File: config.mk
export PLATFORM = sky130hd
export DESIGN_NAME = chce_front
export DESIGN_NICKNAME = d
export VERILOG_FILES = /design/src/rtl/chce_pkg.sv /design/src/rtl/chce_front.sv
export SDC_FILE = /design/constraint.sdc
export NUM_CORES = 2
export LEC_CHECK = 0
export BUFFER_PORTS_ARGS = -buffer_cell sky130_fd_sc_hd__buf_2
export CAP_MARGIN = 20
export CORE_ASPECT_RATIO = 1.5
export CORE_UTILIZATION = 55
export DETAILED_ROUTE_END_ITERATION = 10
export PLACE_DENSITY_LB_ADDON = 0.08
export SKIP_LAST_GASP = 1
export SLEW_MARGIN = 10
export SYNTH_ARGS = -nofsm -noshare
export SYNTH_HDL_FRONTEND = slang
export SYNTH_SLANG_ARGS = --single-unit
File: constraint.sdc
create_clock -name clock -period 7.2 [get_ports clock]
set_input_delay 1.08 -clock clock [delete_from_list [all_inputs] [get_ports clock]]
set_output_delay 1.08 -clock clock [all_outputs]
set_load 0.02 [all_outputs]
File: src/rtl/chce_pkg.sv
`timescale 1ns / 1ps
`default_nettype none
// ----------------------------------------------------------------------------
// Cubic Hermite curve evaluator: shared package
// Types, codes and small helper functions used across the curve evaluator.
// ----------------------------------------------------------------------------
package chce_pkg;

   // Default depth of the control point table.
   localparam int MaxPointsDefault = 16;

   // Item kinds carried on the request tuser.
   localparam logic ModeWrite = 1'b0;
   localparam logic ModeEval  = 1'b1;

   // Result status codes carried on the response tuser.
   localparam logic [1:0] StatusEval  = 2'd0;
   localparam logic [1:0] StatusShort = 2'd1;
   localparam logic [1:0] StatusWrite = 2'd2;

   // Width of one stored control point.
   localparam int PointWidth = 192;

   // One control point: position and tangent, all signed Q16.16.
   typedef struct packed {
      logic signed [31:0] tan_z;
      logic signed [31:0] tan_y;
      logic signed [31:0] tan_x;
      logic signed [31:0] pos_z;
      logic signed [31:0] pos_y;
      logic signed [31:0] pos_x;
   } point_type;

   // Hermite basis weights, signed Q16 with headroom.
   typedef struct packed {
      logic signed [19:0] h00;
      logic signed [19:0] h01;
      logic signed [19:0] h10;
      logic signed [19:0] h11;
   } basis_type;

   // Control word handed from the front end to the blend stages.
   typedef struct packed {
      logic       valid;
      logic [1:0] status;
      basis_type  basis;
   } side_type;

   // One restoring remainder step: shift in a dividend bit and subtract
   // the divisor when it fits.
   function automatic logic [7:0] seg_step(input logic [7:0] rem,
                                           input logic       bit_in,
                                           input logic [7:0] divisor);
      logic [8:0] acc;
      acc = {rem, bit_in};
      if (acc >= {1'b0, divisor}) begin
         acc = acc - {1'b0, divisor};
      end
      return acc[7:0];
   endfunction

endpackage
`default_nettype wire

File: src/rtl/chce_front.sv
`timescale 1ns / 1ps
`default_nettype none
// ----------------------------------------------------------------------------
// Curve evaluator front end
// Takes the curve time apart, works out the segment remainder two bits a
// stage and builds the Hermite basis weights over four register stages.
// ----------------------------------------------------------------------------
module chce_front (
   input  wire logic                      clock,
   input  wire logic                      reset,
   input  wire logic                      ce,
   input  wire logic                      in_valid,
   input  wire logic                      in_mode,
   input  wire logic [3:0]                in_slot,
   input  wire chce_pkg::point_type       in_entry,
   input  wire logic signed [23:0]        in_curve_time,
   input  wire logic [7:0]                divisor,
   output      logic                      out_valid,
   output      logic                      out_mode,
   output      logic [3:0]                out_slot,
   output      chce_pkg::point_type       out_entry,
   output      chce_pkg::basis_type       out_basis,
   output      logic [7:0]                seg_rem
);

   typedef struct packed {
      logic                valid;
      logic                mode;
      logic [3:0]          slot;
      chce_pkg::point_type entry;
      logic signed [23:0]  curve_time;
   } in_stage_type;

   typedef struct packed {
      logic                valid;
      logic                mode;
      logic [3:0]          slot;
      chce_pkg::point_type entry;
      logic [7:0]          ip;
      logic [7:0]          rem;
      logic [15:0]         p;
      logic [15:0]         p2;
      logic [15:0]         p3;
   } mid_stage_type;

   typedef struct packed {
      logic                valid;
      logic                mode;
      logic [3:0]          slot;
      chce_pkg::point_type entry;
      logic [7:0]          ip;
      logic [7:0]          rem;
      chce_pkg::basis_type basis;
   } basis_stage_type;

   in_stage_type    s1_ff, s1_in;
   mid_stage_type   s2_ff, s2_in;
   mid_stage_type   s3_ff, s3_in;
   basis_stage_type s4_ff, s4_in;

   logic [23:0]        mag;
   logic [31:0]        sq;
   logic [31:0]        cube;
   logic signed [19:0] p_s, p2_s, p3_s;

   // Stage 1: register the accepted transfer.
   always_comb begin
      s1_in = s1_ff;
      if (ce) begin
         s1_in.valid      = in_valid;
         s1_in.mode       = in_mode;
         s1_in.slot       = in_slot;
         s1_in.entry      = in_entry;
         s1_in.curve_time = in_curve_time;
      end
      if (reset) begin
         s1_in.valid = 1'b0;
      end
   end

   // Stage 2: magnitude, fraction square and the top two remainder bits.
   always_comb begin
      mag = s1_ff.curve_time[23] ? 24'(-s1_ff.curve_time) : 24'(s1_ff.curve_time);
      sq  = mag[15:0] * mag[15:0];
      s2_in = s2_ff;
      if (ce) begin
         s2_in.valid = s1_ff.valid;
         s2_in.mode  = s1_ff.mode;
         s2_in.slot  = s1_ff.slot;
         s2_in.entry = s1_ff.entry;
         s2_in.ip    = mag[23:16];
         s2_in.p     = mag[15:0];
         s2_in.p2    = sq[31:16];
         s2_in.p3    = '0;
         s2_in.rem   = chce_pkg::seg_step(chce_pkg::seg_step(8'd0, mag[23], divisor),
                                          mag[22], divisor);
      end
      if (reset) begin
         s2_in.valid = 1'b0;
      end
   end

   // Stage 3: fraction cube and the next two remainder bits.
   always_comb begin
      cube  = s2_ff.p2 * s2_ff.p;
      s3_in = s3_ff;
      if (ce) begin
         s3_in     = s2_ff;
         s3_in.p3  = cube[31:16];
         s3_in.rem = chce_pkg::seg_step(chce_pkg::seg_step(s2_ff.rem, s2_ff.ip[5], divisor),
                                        s2_ff.ip[4], divisor);
      end
      if (reset) begin
         s3_in.valid = 1'b0;
      end
   end

   // Stage 4: Hermite basis weights and two more remainder bits.
   always_comb begin
      p_s   = 20'($signed({4'd0, s3_ff.p}));
      p2_s  = 20'($signed({4'd0, s3_ff.p2}));
      p3_s  = 20'($signed({4'd0, s3_ff.p3}));
      s4_in = s4_ff;
      if (ce) begin
         s4_in.valid     = s3_ff.valid;
         s4_in.mode      = s3_ff.mode;
         s4_in.slot      = s3_ff.slot;
         s4_in.entry     = s3_ff.entry;
         s4_in.ip        = s3_ff.ip;
         s4_in.basis.h00 = 20'sd2 * p3_s - 20'sd3 * p2_s + 20'sd65536;
         s4_in.basis.h01 = 20'sd3 * p2_s - 20'sd2 * p3_s;
         s4_in.basis.h10 = p3_s - 20'sd2 * p2_s + p_s;
         s4_in.basis.h11 = p3_s - p2_s;
         s4_in.rem = chce_pkg::seg_step(chce_pkg::seg_step(s3_ff.rem, s3_ff.ip[3], divisor),
                                        s3_ff.ip[2], divisor);
      end
      if (reset) begin
         s4_in.valid = 1'b0;
      end
   end

   // Pipeline registers; only the valid bits are reset, in the next-state logic.
   always_ff @(posedge clock) begin
      s1_ff <= s1_in;
      s2_ff <= s2_in;
      s3_ff <= s3_in;
      s4_ff <= s4_in;
   end

   // The last two remainder bits feed the table address directly.
   assign seg_rem   = chce_pkg::seg_step(chce_pkg::seg_step(s4_ff.rem, s4_ff.ip[1], divisor),
                                         s4_ff.ip[0], divisor);
   assign out_valid = s4_ff.valid;
   assign out_mode  = s4_ff.mode;
   assign out_slot  = s4_ff.slot;
   assign out_entry = s4_ff.entry;
   assign out_basis = s4_ff.basis;

endmodule
`default_nettype wire

==> results_dict.tcl <==
set metrics [dict create \
    cp.required_ns 7.77 \
    cts_buffers 90 \
    die-area_mm2 0.101 \
    clock_latency_ns 0.70 \
    core_area_mm2 0.0986 \
    post-route-min-period_ns 7.02 \
    routed_via_density 5.13 \
    gp_congestion 0.885 \
    drcViolationCount 0 \
    avgSynthCellArea_um2 13.6 \
    path_class "reg2reg" \
    synth_area_mm2 0.0547 \
    drv_slew 0 \
    io_pins 519 \
    skew_ns 0.0412 \
    row_count 141 \
    finalSetupViolations 0 \
    die_x_um 260 \
    areaGrowthSynthToFinish_pct 11.3 \
    drt_iter0_drc 1449 \
    critPathMaxFanout 5 \
    cp_top_family "adder cells" \
    seq_area_frac_synth_pct 55.1 \
    ant_nets 0 \
    dp.final_hpwl_um 78300 \
    post_synth_num_cell_types 77 \
    track_usage_pct 20.9 \
    grt_max_degree 161 \
    arrival_ns 7.59 \
    initial_core_util_pct 55.5 \
    cts.sinks 1006 \
    clk_path_buf_depth 3 \
    worst-r2r-setup-slack_ns 0.18 \
    avgRoutedWirePerCell_um 17.8 \
    cpMostUsedCell "fa_1" \
    synthCells 4038 \
    fin_crit_sh_pct 97.5 \
    fmaxAchievable_mhz 142 \
    tritoncts "done" \
    mostFrequentLayoutCells "1002 x edfxtp_1, 572 x inv_1, 517 x buf_2" \
    cts_root_buf "clkbuf_16" \
    setup_slack_ns 0.179 \
    path_buf_inv 5 \
    first_pass_iters 5 \
    drive_gt1_share_pct 19.5 \
    drv_cap 0 \
    hold_viol 0 \
    synth_nets 5005 \
    status "completed" \
    path_clk_slew_ns 0.07 \
    synth_warnings 0 \
    overflow 0 \
    fillers 7603 \
    postSynth.asyncResetShare_pct 0 \
    nNetsFinal 5434 \
    hold_class "reg2reg" \
    cp-start-kind "flop" \
    worst_pin_slew_ns 1.05 \
    slew_headroom_pct 28.2 \
    synth-seq-cells 1006 \
    rsz0062_at_grt "yes" \
    critPathCaptureType "flop" \
    cts_max_level 3 \
    grt_pass1_wl_um 163000 \
    cpPeakStageDelay_ns 0.57 \
    die_h_um 388 \
    synth_ff_type "edfxtp_1" \
    synth_edf_count 1002 \
    totalWireLength_um 104000 \
    vias 29900 \
    antenna_found_initial 4 \
    final_common_cell "edfxtp_1" \
    cp_slowest_cell "fa_1" \
    post-place-ws_ns -0.0818 \
    port_buffers 518 \
    first_global_vias 31200 \
]
-- cells in the mapped netlist (38+ instances only) --
cell type	n	area, um2
and2_1	90	563
fa_1	367	7350
clkbuf_1	52	195
buf_4	277	2080
inv_1	575	2160
a21o_1	48	360
nand2_1	328	1230
edfxtp_1	1002	30100
xnor2_1	116	1020
a21oi_1	94	470
o21ai_0	68	340
nor3_1	38	190
nor2_1	164	616
xor2_1	40	350
ha_1	367	4590
-- flip-flops by register name, indices dropped and copies added, names as in the netlist, 4 cells and up --
| name | flops |
|---|---|
| s4_ff | 10 |
| s2_ff | 244 |
| s1_ff | 222 |
| out_entry | 192 |
| out_slot | 4 |
| p3_s | 16 |
| p2_s | 16 |
| s3_ff | 210 |
| p_s | 16 |
| out_basis | 74 |
-- stage by stage --
stage	TNS [ns]	std cells	utilization, %	instance area (um2)	hold slack [ns]
after floorplan	0	4038	-	54700	0.400
after global placement	0	5622	58.4	57500	0.400
after detailed placement	-0.139	5622	58.4	57500	0.405
after CTS	0	5787	61.3	60500	0.370
after global routing	-0.194	5826	61.8	60900	0.395
final	0	5826	61.8	60900	0.389
-- worst paths after layout --
path                   start        endpoint  depth (start not counted)
setup / recovery    s1_ff[5]       s2_ff[31]                         26
hold / removal    s3_ff[210]  out_entry[146]                          0
setup reg to reg    s1_ff[5]       s2_ff[31]                         26
hold reg to reg   s3_ff[210]  out_entry[146]                          0
-- timing repair --
action	in CTS	in global routing
hold buffers	0	0
gates resized for setup	3	33
pin swaps	1	18
endpoints found under the setup margin	2	17
buffers inserted	2	38
-- cell type report --
| cell class | count | area [um2] | share of cell area [%] |
|---|---|---|---|
| multi-input combinational | 2116 | 20200 | 33.2 |
| clock buffer | 113 | 2340 | 3.84 |
| tap | 1287 | 1610 | 2.64 |
| clock inverter | 50 | 554 | 0.910 |
| antenna | 1 | 2.50 | 0.00411 |
| timing repair buffer | 670 | 3840 | 6.30 |
| sequential | 1006 | 30200 | 49.5 |
| inverter | 583 | 2190 | 3.59 |
-- metal layers --
| metal | part of all wire, % | global-route usage (%) |
|---|---|---|
| met1 | 39 | 24.0 |
| met2 | 53 | 38.0 |
| met3 | 5.6 | 4.46 |
| met4 | 2.9 | 7.48 |
| met5 | 0.0077 | 0 |
-- kinds of logic (layout without fill, tap and decap cells) --
kind of cell    Yosys count  after routing  synth area share, %
flops                  1006           1006                 55.1
simple gates            796            796                 6.83
xor+xnor                158            158                 2.56
mux                      46             46                0.917
buf+inv                 916           1416                 8.20
other cells               0              1                    0
compound gates          382            382                 4.55
fa+ha+maj               734            734                 21.8
Power is not shown: default switching activity piles up to over one toggle a cycle in this logic, so the estimate is an artifact.
