### src/rtl/chce_ram.sv
`timescale 1ns / 1ps
`default_nettype none
// ----------------------------------------------------------------------------
// Generic RAM
// One write port and one read port with registered read data.
// ----------------------------------------------------------------------------
module chce_ram #(
   parameter int WIDTH = 8,
   parameter int DEPTH = 16
) (
   input  wire logic                     clock,
   input  wire logic                     wr_en,
   input  wire logic [$clog2(DEPTH)-1:0] wr_addr,
   input  wire logic [WIDTH-1:0]         wr_data,
   input  wire logic                     rd_en,
   input  wire logic [$clog2(DEPTH)-1:0] rd_addr,
   output      logic [WIDTH-1:0]         rd_data
);

   logic [WIDTH-1:0] mem_ff [DEPTH];
   logic [WIDTH-1:0] rd_data_ff;

   // Write port.
   always_ff @(posedge clock) begin
      if (wr_en) begin
         mem_ff[wr_addr] <= wr_data;
      end
   end

   // Registered read port, held while not enabled.
   always_ff @(posedge clock) begin
      if (rd_en) begin
         rd_data_ff <= mem_ff[rd_addr];
      end
   end

   assign rd_data = rd_data_ff;

endmodule
`default_nettype wire

### config.mk
export PLATFORM = sky130hd
export DESIGN_NAME = chce_ram
export DESIGN_NICKNAME = d
export VERILOG_FILES = /design/src/rtl/chce_ram.sv
export SDC_FILE = /design/constraint.sdc
export NUM_CORES = 1
export LEC_CHECK = 0
export ABC_AREA = 1
export BUFFER_PORTS_ARGS = -buffer_cell sky130_fd_sc_hd__clkbuf_2
export CORE_UTILIZATION = 55
export CTS_CLUSTER_DIAMETER = 120
export DETAILED_ROUTE_END_ITERATION = 12
export PLACE_DENSITY = 0.75
export SYNTH_ARGS = -nofsm -noshare
export SYNTH_HDL_FRONTEND = slang
export SYNTH_SLANG_ARGS = --single-unit
### constraint.sdc
create_clock -name clock -period 1 [get_ports clock]
set_input_delay 0.15 -clock clock [delete_from_list [all_inputs] [get_ports clock]]
set_output_delay 0.15 -clock clock [all_outputs]
set_load 0.005 [all_outputs]
==> results by group, run 1 <==
GRT
  • Number of antenna violations at the first check in global routing: 0
  • Residual overflow from global routing: 0
  • Wire length of the first global-routing pass: ~21000 um
  • Via count of the first global-routing pass: between 4000 and 5000
  • Global Route Usage Sum: a little over a quarter
  • Pin count of the biggest net entering global routing: 54

Timing
  • Minimum setup slack in the final design: -0.202 ns
  • Fmax achieved: roughly 830 MHz
  • Period utilisation layout: 120%
  • Final count of pins violating max slew: 0
  • Worst Clk Skew: 0.00571 ns
  • Unrepaired setup endpoints after global routing: true
  • Actual transition at the worst max-transition pin: ~0.5 ns
  • Count of final hold-check violations: 0
  • Final-report setup violation count: 16
  • Shortest clock period the worst path allows after layout: approximately 1.2 ns
  • Worst max-slew margin expressed relative to the limit: 66.3%

Floorplan
  • # rows: 37
  • Core box area: 0.0103 mm2
  • Die extent in y: between 100 and 150 um
  • Chip width: 105 um
  • Die area: around 0.011 mm2
  • Initial core utilization: between 50% and 60%
  • # IOs: 27

Power and ir drop
  • Part of the power in the clock network: between 40% and 50%
  • Worst VDD drop: 1.02 mV
  • Reported leakage power: between 3 and 4 nW
  • Overall power consumption: around 0.013 W
  • Part of the total power dissipated in sequential elements: about half
  • Fraction of power spent switching nets: around 23%
  • Cell-internal power: approximately 0.01 W
  • Pwr dens: ~1800 mW/mm2
  • Portion of total power attributed to combinational logic: ~7.5%
  • Power dissipated by switching net loads: about 0.0030 W

Placement
  • Dpl cell area: roughly 0.0063 mm2
  • Number of instances in the placed design: between 700 and 800
  • Post-DP HPWL: 8070 um
  • Input/output buffers: 26
  • Routability congestion estimate from global placement: about 0.89

Routing
  • Detailed route wirelength on metal3: about 1200 um
  • Detailed-route DRC error count: 0
  • Routed metal-1 wirelength: approximately 5400 um
  • Total iterations of the first detailed-routing run: 7
  • DR top layer: met4
  • Vias: 4043
  • Final routed wire length divided by cell count: 18.2 um
  • Routed WL: 13800 um
  • Number of vias per cell: 5.35
  • Iteration-0 DRC Markers: ~380
  • Met2 wire length: between 6000 and 7000 um
  • Antenna viol nets, final: 0

Clock tree
  • Clk slew on worst S/H paths: 0.06 ns
  • Latest clock arrival within the worst-skew pair: approximately 0.52 ns
  • Count of clock tree sinks: 136
  • CTS tree: built
  • Number of buffers added to fix hold violations after cts: 0
  • Total clock buffers created by CTS: 17
  • Maximum root-to-sink buffer count: 2
  • H-tree levels: 4
  • Buffers inserted by post-CTS timing repair: 0
  • Clock root buffer master: clkbuf_8

Logic synthesis
  • Synth cell types: 11
  • Synthesized area: a little under 0.006 mm2
  • Synth Warn #: 0
  • Xor-xnor portion of the synthesized cell area: 0%
  • Multiplexer area fraction after synthesis: 0%
  • Basic-gate share of the synthesized area counting and, or, nand and nor cells: roughly a fifth
  • Dominant combinational cell family by area after synthesis: simple AND/OR/NAND/NOR gates
  • Arithmetic-cell share of the synthesized area counting full adders, half adders and majority gates: 0%
  • Post-synthesis average cell area: ~11 um2
  • Synth Area in Compound Gates: 0%
  • Fraction of the yosys area taken by sequential cells: 69.8%
  • Post-Synthesis Cells: 551
  • Total nets after synthesis: 570
  • Number of register bits inferred by synthesis: 136

Finish
  • Final core utilization: a little over two thirds
  • Non-filler cells in the finished layout: roughly 760
  • Ratio of cells with drive above 1 in the final layout: 28.1%
  • Signed area change from the synthesized netlist to the final layout: 23.2%
  • Filler cell count in the final layout: slightly below 700
  • Post-route cell area: between 0.007 and 0.008 mm2
  • Final layout net count: ~630
  • Diode count: 0
  • Multi-input gate area in the final layout: ~0.0016 mm2
  • Seq. cell area: ~0.0041 mm2

Run status
  • Status: complete, but fails checks
  • Violated checks: setup timing

Critical path
  • Slowest Stage Delay on Critical Path: ~0.4 ns
  • Sort of element at the end of the critical path: primary output
  • Minimum setup slack among reg-to-reg paths: -0.11 ns
  • Worst Path Class, Setup: reg -> out
  • Worst-path maximum fanout: 1
  • CP max-delay cell: edfxtp_1
  • Cells along the critical path: clkbuf_2
  • Count of buffer and inverter cells on the critical path: 1
  • Top cell family by delay on the critical path: flip-flops
  • WP data required: 0.85 ns
  • Kind of start point of the critical path: register
  • Worst path arrival time: between 1 and 1.5 ns

Hold path
  • Worst hold-check path type: in -> reg

Run
  • Max-cap violation count: 0
[routing by layer]
metal	vias to the layer above	global-route usage, %
li1	1891	-
met5	-	0
met3	41	5.43
met1	1890	34.2
met2	221	42.9
met4	0	12.5
[final timing paths]
| check | from | endpoint | cells after the start |
|---|---|---|---|
| hold / removal | rd_en | rd_data[0] | 1 |
| setup / recovery | rd_data[4] | rd_data[4] | 1 |
| hold reg to reg | mem_ff[12][1] | rd_data[1] | 6 |
| setup reg to reg | mem_ff[15][0] | rd_data[0] | 6 |
[logic make-up after synthesis]
group / count (synthesis)
buffers and inverters: 126
DFF: 136
and+or+nand+nor: 289
[synthesized netlist by cell type]
cell type  number  area share [%]
nand2_1       173              11
edfxtp_1      136              70
inv_1         100             6.4
nand3_1        97             8.3
nor2_1         17             1.1
buf_2          13             1.1
buf_6           6             1.2
buf_4           4            0.51
inv_2           2            0.13
nand3b_1        2            0.26
buf_1           1           0.064
[state kept, by name, indices dropped and copies added (netlist names)]
signal,cells
mem_ff,128
rd_data,8
[power groups by stage]
stage / sequential (W) / combinational (W) / clock, W
after floorplan: 0.00657 / 0.000455 / 0
after global placement: 0.00658 / 0.000805 / 0
after detailed placement: 0.00658 / 0.000827 / 0
after CTS: 0.00646 / 0.000911 / 0.00556
after global routing: 0.00647 / 0.00106 / 0.00581
final: 0.00646 / 0.000980 / 0.00554
[final cells by class]
| type | instances | share of cell area (%) |
|---|---|---|
| clock buffer | 17 | 5.75 |
| timing repair buffer | 62 | 6.60 |
| sequential | 136 | 56.7 |
| clock inverter | 14 | 1.53 |
| tap | 136 | 2.36 |
| multi-input combinational | 289 | 21.7 |
| inverter | 102 | 5.32 |
[through the flow]
step / hold slack (ns) / worst slack [ns] / setup TNS (ns)
6_report: 0.0355 / -0.202 / -1.99
5_1_grt: 0.0284 / -0.242 / -2.62
4_1_cts: 0.0191 / -0.227 / -1.96
3_5_place_dp: 0.549 / -0.381 / -19.34
3_3_place_gp: 0.550 / -0.347 / -15.35
2_1_floorplan: 0.249 / -0.101 / -8.04
[what timing repair did]
item,in CTS,in global routing
endpoints found under the hold margin,0,0
setup endpoints to repair,16,16
gates resized for setup,40,36
pin swaps,30,26
[placed cells by master (no fill, tap or decap), drive strengths merged]
cell      netlist  layout
bufinv          0       1
nand2         173     173
nor2           17      17
clkbuf          0      42
nand3b          2       2
inv           102     103
buf            24      37
clkinvlp        0       4
edfxtp        136     136
clkinv          0       8
nand3          97      97
Note: power is estimated with default switching activity, not from simulation.
==> inputs of run 2 (changes only) <==
--- a/config.mk
+++ b/config.mk
@@ -7,10 +7,11 @@
 export LEC_CHECK = 0
 export ABC_AREA = 1
 export BUFFER_PORTS_ARGS = -buffer_cell sky130_fd_sc_hd__clkbuf_2
-export CORE_UTILIZATION = 55
+export CORE_UTILIZATION = 57
+export CTS_BUF_LIST = sky130_fd_sc_hd__clkbuf_8
 export CTS_CLUSTER_DIAMETER = 120
 export DETAILED_ROUTE_END_ITERATION = 12
-export PLACE_DENSITY = 0.75
+export PLACE_DENSITY = 0.78
 export SYNTH_ARGS = -nofsm -noshare
 export SYNTH_HDL_FRONTEND = slang
 export SYNTH_SLANG_ARGS = --single-unit
==> run 2 against run 1 <==
Effect of this change: the flow still finishes with violations (setup timing); clock power shrank 19%; global-route usage grew 0.56 points; die area shrank 3.4%; power shrank 8.3%; critical endpoint is now rd_data[2]; largest power group unchanged.
==> results by group, run 2 (synthesized netlist as in run 1, its figures left out) <==
Run status
  • Status: complete, but fails checks
  • Violated checks: setup timing

Finish
  • Non-filler cells in the finished layout: 750 (-0.79%)
  • Diode count: 0 (unchanged)
  • Signed area change from the synthesized netlist to the final layout: 20.3%
  • Final layout net count: 623 (-0.64%)
  • Flip-flop count of the largest register after layout: 128 (unchanged)
  • Top reg by flops: mem_ff
  • Commonest cells after routing, fill and taps aside: nand2_1 (167), edfxtp_1 (136), inv_1 (98), nand3_2 (50), nand3_1 (44)
  • Most frequent standard cell in the layout excluding fill and tap cells: nand2_1
  • Filler cell count in the final layout: 651 (-5.9%)
  • Ratio of cells with drive above 1 in the final layout: 25.6% (-2.5 points)

Clock tree
  • CTS tree: built
  • Total clock buffers created by CTS: 17 (unchanged)
  • H-tree levels: 4 (unchanged)
  • Count of clock tree sinks: 136 (unchanged)
  • Latest clock arrival within the worst-skew pair: 0.44 ns (-0.08 ns)
  • Maximum root-to-sink buffer count: 2 (unchanged)
  • Number of buffers added to fix hold violations after cts: 0 (unchanged)
  • Clk slew on worst S/H paths: 0.08 ns (+0.02 ns)
  • Clock root buffer master: clkbuf_8

Critical path
  • Cells along the critical path: clkbuf_2
  • Count of buffer and inverter cells on the critical path: 1 (unchanged)
  • Sort of element at the end of the critical path: primary output
  • Worst Path Class, Setup: reg -> out
  • Worst flop-to-flop path startpoint: mem_ff[5][6]
  • Worst-path maximum fanout: 1 (unchanged)
  • CP max-delay cell: edfxtp_1
  • WP data required: 0.85 ns (about the same)
  • Number of cells on the worst reg-to-reg path: 6 (unchanged)
  • Kind of start point of the critical path: register
  • Reg2Reg Capture Point: rd_data[6]
  • Worst path arrival time: 1.02 ns (-0.03 ns)
  • Crit path launch: rd_data[2]
  • Minimum setup slack among reg-to-reg paths: -0.12 ns (about the same)
  • Top cell family by delay on the critical path: flip-flops
  • Slowest Stage Delay on Critical Path: 0.44 ns (+0.04 ns)

Floorplan
  • Die extent in y: 103 um (-1.7%)
  • Initial core utilization: 59.3% (+2.6 points)
  • # IOs: 27 (unchanged)
  • Die area: 0.0107 mm2 (-3.4%)
  • Chip width: 103 um (-1.7%)
  • Core box area: 0.00986 mm2 (-4.4%)
  • # rows: 36 (-2.7%)

Run
  • Max-cap violation count: 0 (unchanged)

Timing
  • Minimum setup slack in the final design: -0.171 ns (+0.0313 ns)
  • Fmax achieved: 854 MHz (+2.7%)
  • Final count of pins violating max slew: 0 (unchanged)
  • Actual transition at the worst max-transition pin: 0.463 ns (-0.0425 ns)
  • Worst Clk Skew: 0.00916 ns (+0.00345 ns)
  • Shortest clock period the worst path allows after layout: 1.17 ns (-0.0313 ns)
  • Final-report setup violation count: 16 (unchanged)
  • Unrepaired setup endpoints after global routing: true
  • Worst hold slack across all endpoints: 0.0980 ns (+0.0625 ns)
  • Worst max-slew margin expressed relative to the limit: 69.1% (+2.8 points)
  • Period utilisation layout: 117% (-3.1 points)
  • Count of final hold-check violations: 0 (unchanged)

Power and ir drop
  • Worst VDD drop: 1.03 mV (+0.12%)
  • Reported leakage power: 3.05 nW (-2.3%)
  • Overall power consumption: 0.0119 W (-8.3%)
  • Pwr dens: 1690 mW/mm2 (-6.1%)

Routing
  • Total iterations of the first detailed-routing run: 5 (-2)
  • Vias: 4074 (+0.77%)
  • Number of vias per cell: 5.43 (+1.6%)
  • Final routed wire length divided by cell count: 17.6 um (-3.5%)
  • Detailed-route DRC error count: 0 (unchanged)
  • Iteration-0 DRC Markers: 325 (-15%)
  • Antenna viol nets, final: 0 (unchanged)
  • Routed WL: 13200 um (-4.3%)

GRT
  • Residual overflow from global routing: 0 (unchanged)
  • Via count of the first global-routing pass: 3776 (-6.3%)
  • Pin count of the biggest net entering global routing: 36 (-33%)
  • Wire length of the first global-routing pass: 19900 um (-6.0%)
  • Global Route Usage Sum: 27.0% (+0.56 points)
  • Number of antenna violations at the first check in global routing: 0 (unchanged)

Placement
  • Number of instances in the placed design: 718 (-0.97%)
  • Routability congestion estimate from global placement: 0.898 (+0.77%)
  • Post-DP HPWL: 8210 um (+1.7%)
  • Input/output buffers: 26 (unchanged)

Hold path
  • Startpoint of the tightest hold check path: rd_en
  • End of the worst hold path: rd_data[7]
  • Worst hold-check path type: in -> reg
  • Worst hold stages: 1 (unchanged)
[run 2: changes by cell type in the layout (fill, tap and decap cells not counted), moves of 3 or more]
cell	change
clkbuf_8	+16
clkinv_2	-3
nand3_2	-9
nand2_2	-5
clkbuf_16	-16
buf_4	-6
nand2_1	+5
nand3_1	+7
[run 2: per-layer routing]
metal	track usage (%)	share of wire, %	vias up
met5	0	0	-
met4	12.8	3.7	0
met3	7.39	10	40
met2	43.0	50	240
met1	34.6	37	1906
li1	-	-	1888
[run 2: worst max-delay path by stage]
| stage | depth (start not counted) | end | slack, ns |
|---|---|---|---|
| finish | 1 | rd_data[2] | -0.17 |
| global placement | 8 | rd_data[7] | -0.36 |
| floorplan | 2 | mem_ff[10][0] | -0.10 |
| detailed placement | 8 | rd_data[3] | -0.39 |
| CTS | 1 | rd_data[2] | -0.18 |
| global route | 1 | rd_data[2] | -0.21 |
[run 2: where the power goes]
part           internal (W)  switching (W)  total (W)
registers           0.00642      0.0000363    0.00645
clock network       0.00242        0.00207    0.00449
logic              0.000324       0.000639   0.000963
total               0.00916        0.00274     0.0119
[run 2: layout make-up]
type / instances / area, um2 / area share (%)
flip-flops and latches: 136 / 4080 / 58.1
multi-input cells: 289 / 1530 / 21.8
repair buffers: 58 / 470 / 6.69
inverters: 102 / 383 / 5.44
clock buffers: 17 / 234 / 3.33
well taps: 133 / 166 / 2.37
clock inverters: 15 / 164 / 2.33
[run 2: what timing repair did]
action                                  in CTS  in global routing
pin swaps                                   27                 29
hold endpoints to repair                     0                  0
endpoints found under the setup margin      16                 16
buffers inserted                             0                  0
resized for setup                           31                 35
[run 2: stage by stage]
stage | instance area, um2 | setup TNS (ns) | worst slack [ns] | util [%]
3_3_place_gp | 6330 | -15.73 | -0.357 | 64.2
6_report | 7030 | -1.34 | -0.171 | 71.3
2_1_floorplan | 5860 | -8.04 | -0.101 | -
3_5_place_dp | 6330 | -17.74 | -0.392 | 64.2
5_1_grt | 7030 | -2.21 | -0.208 | 71.3
4_1_cts | 6890 | -1.37 | -0.181 | 69.8
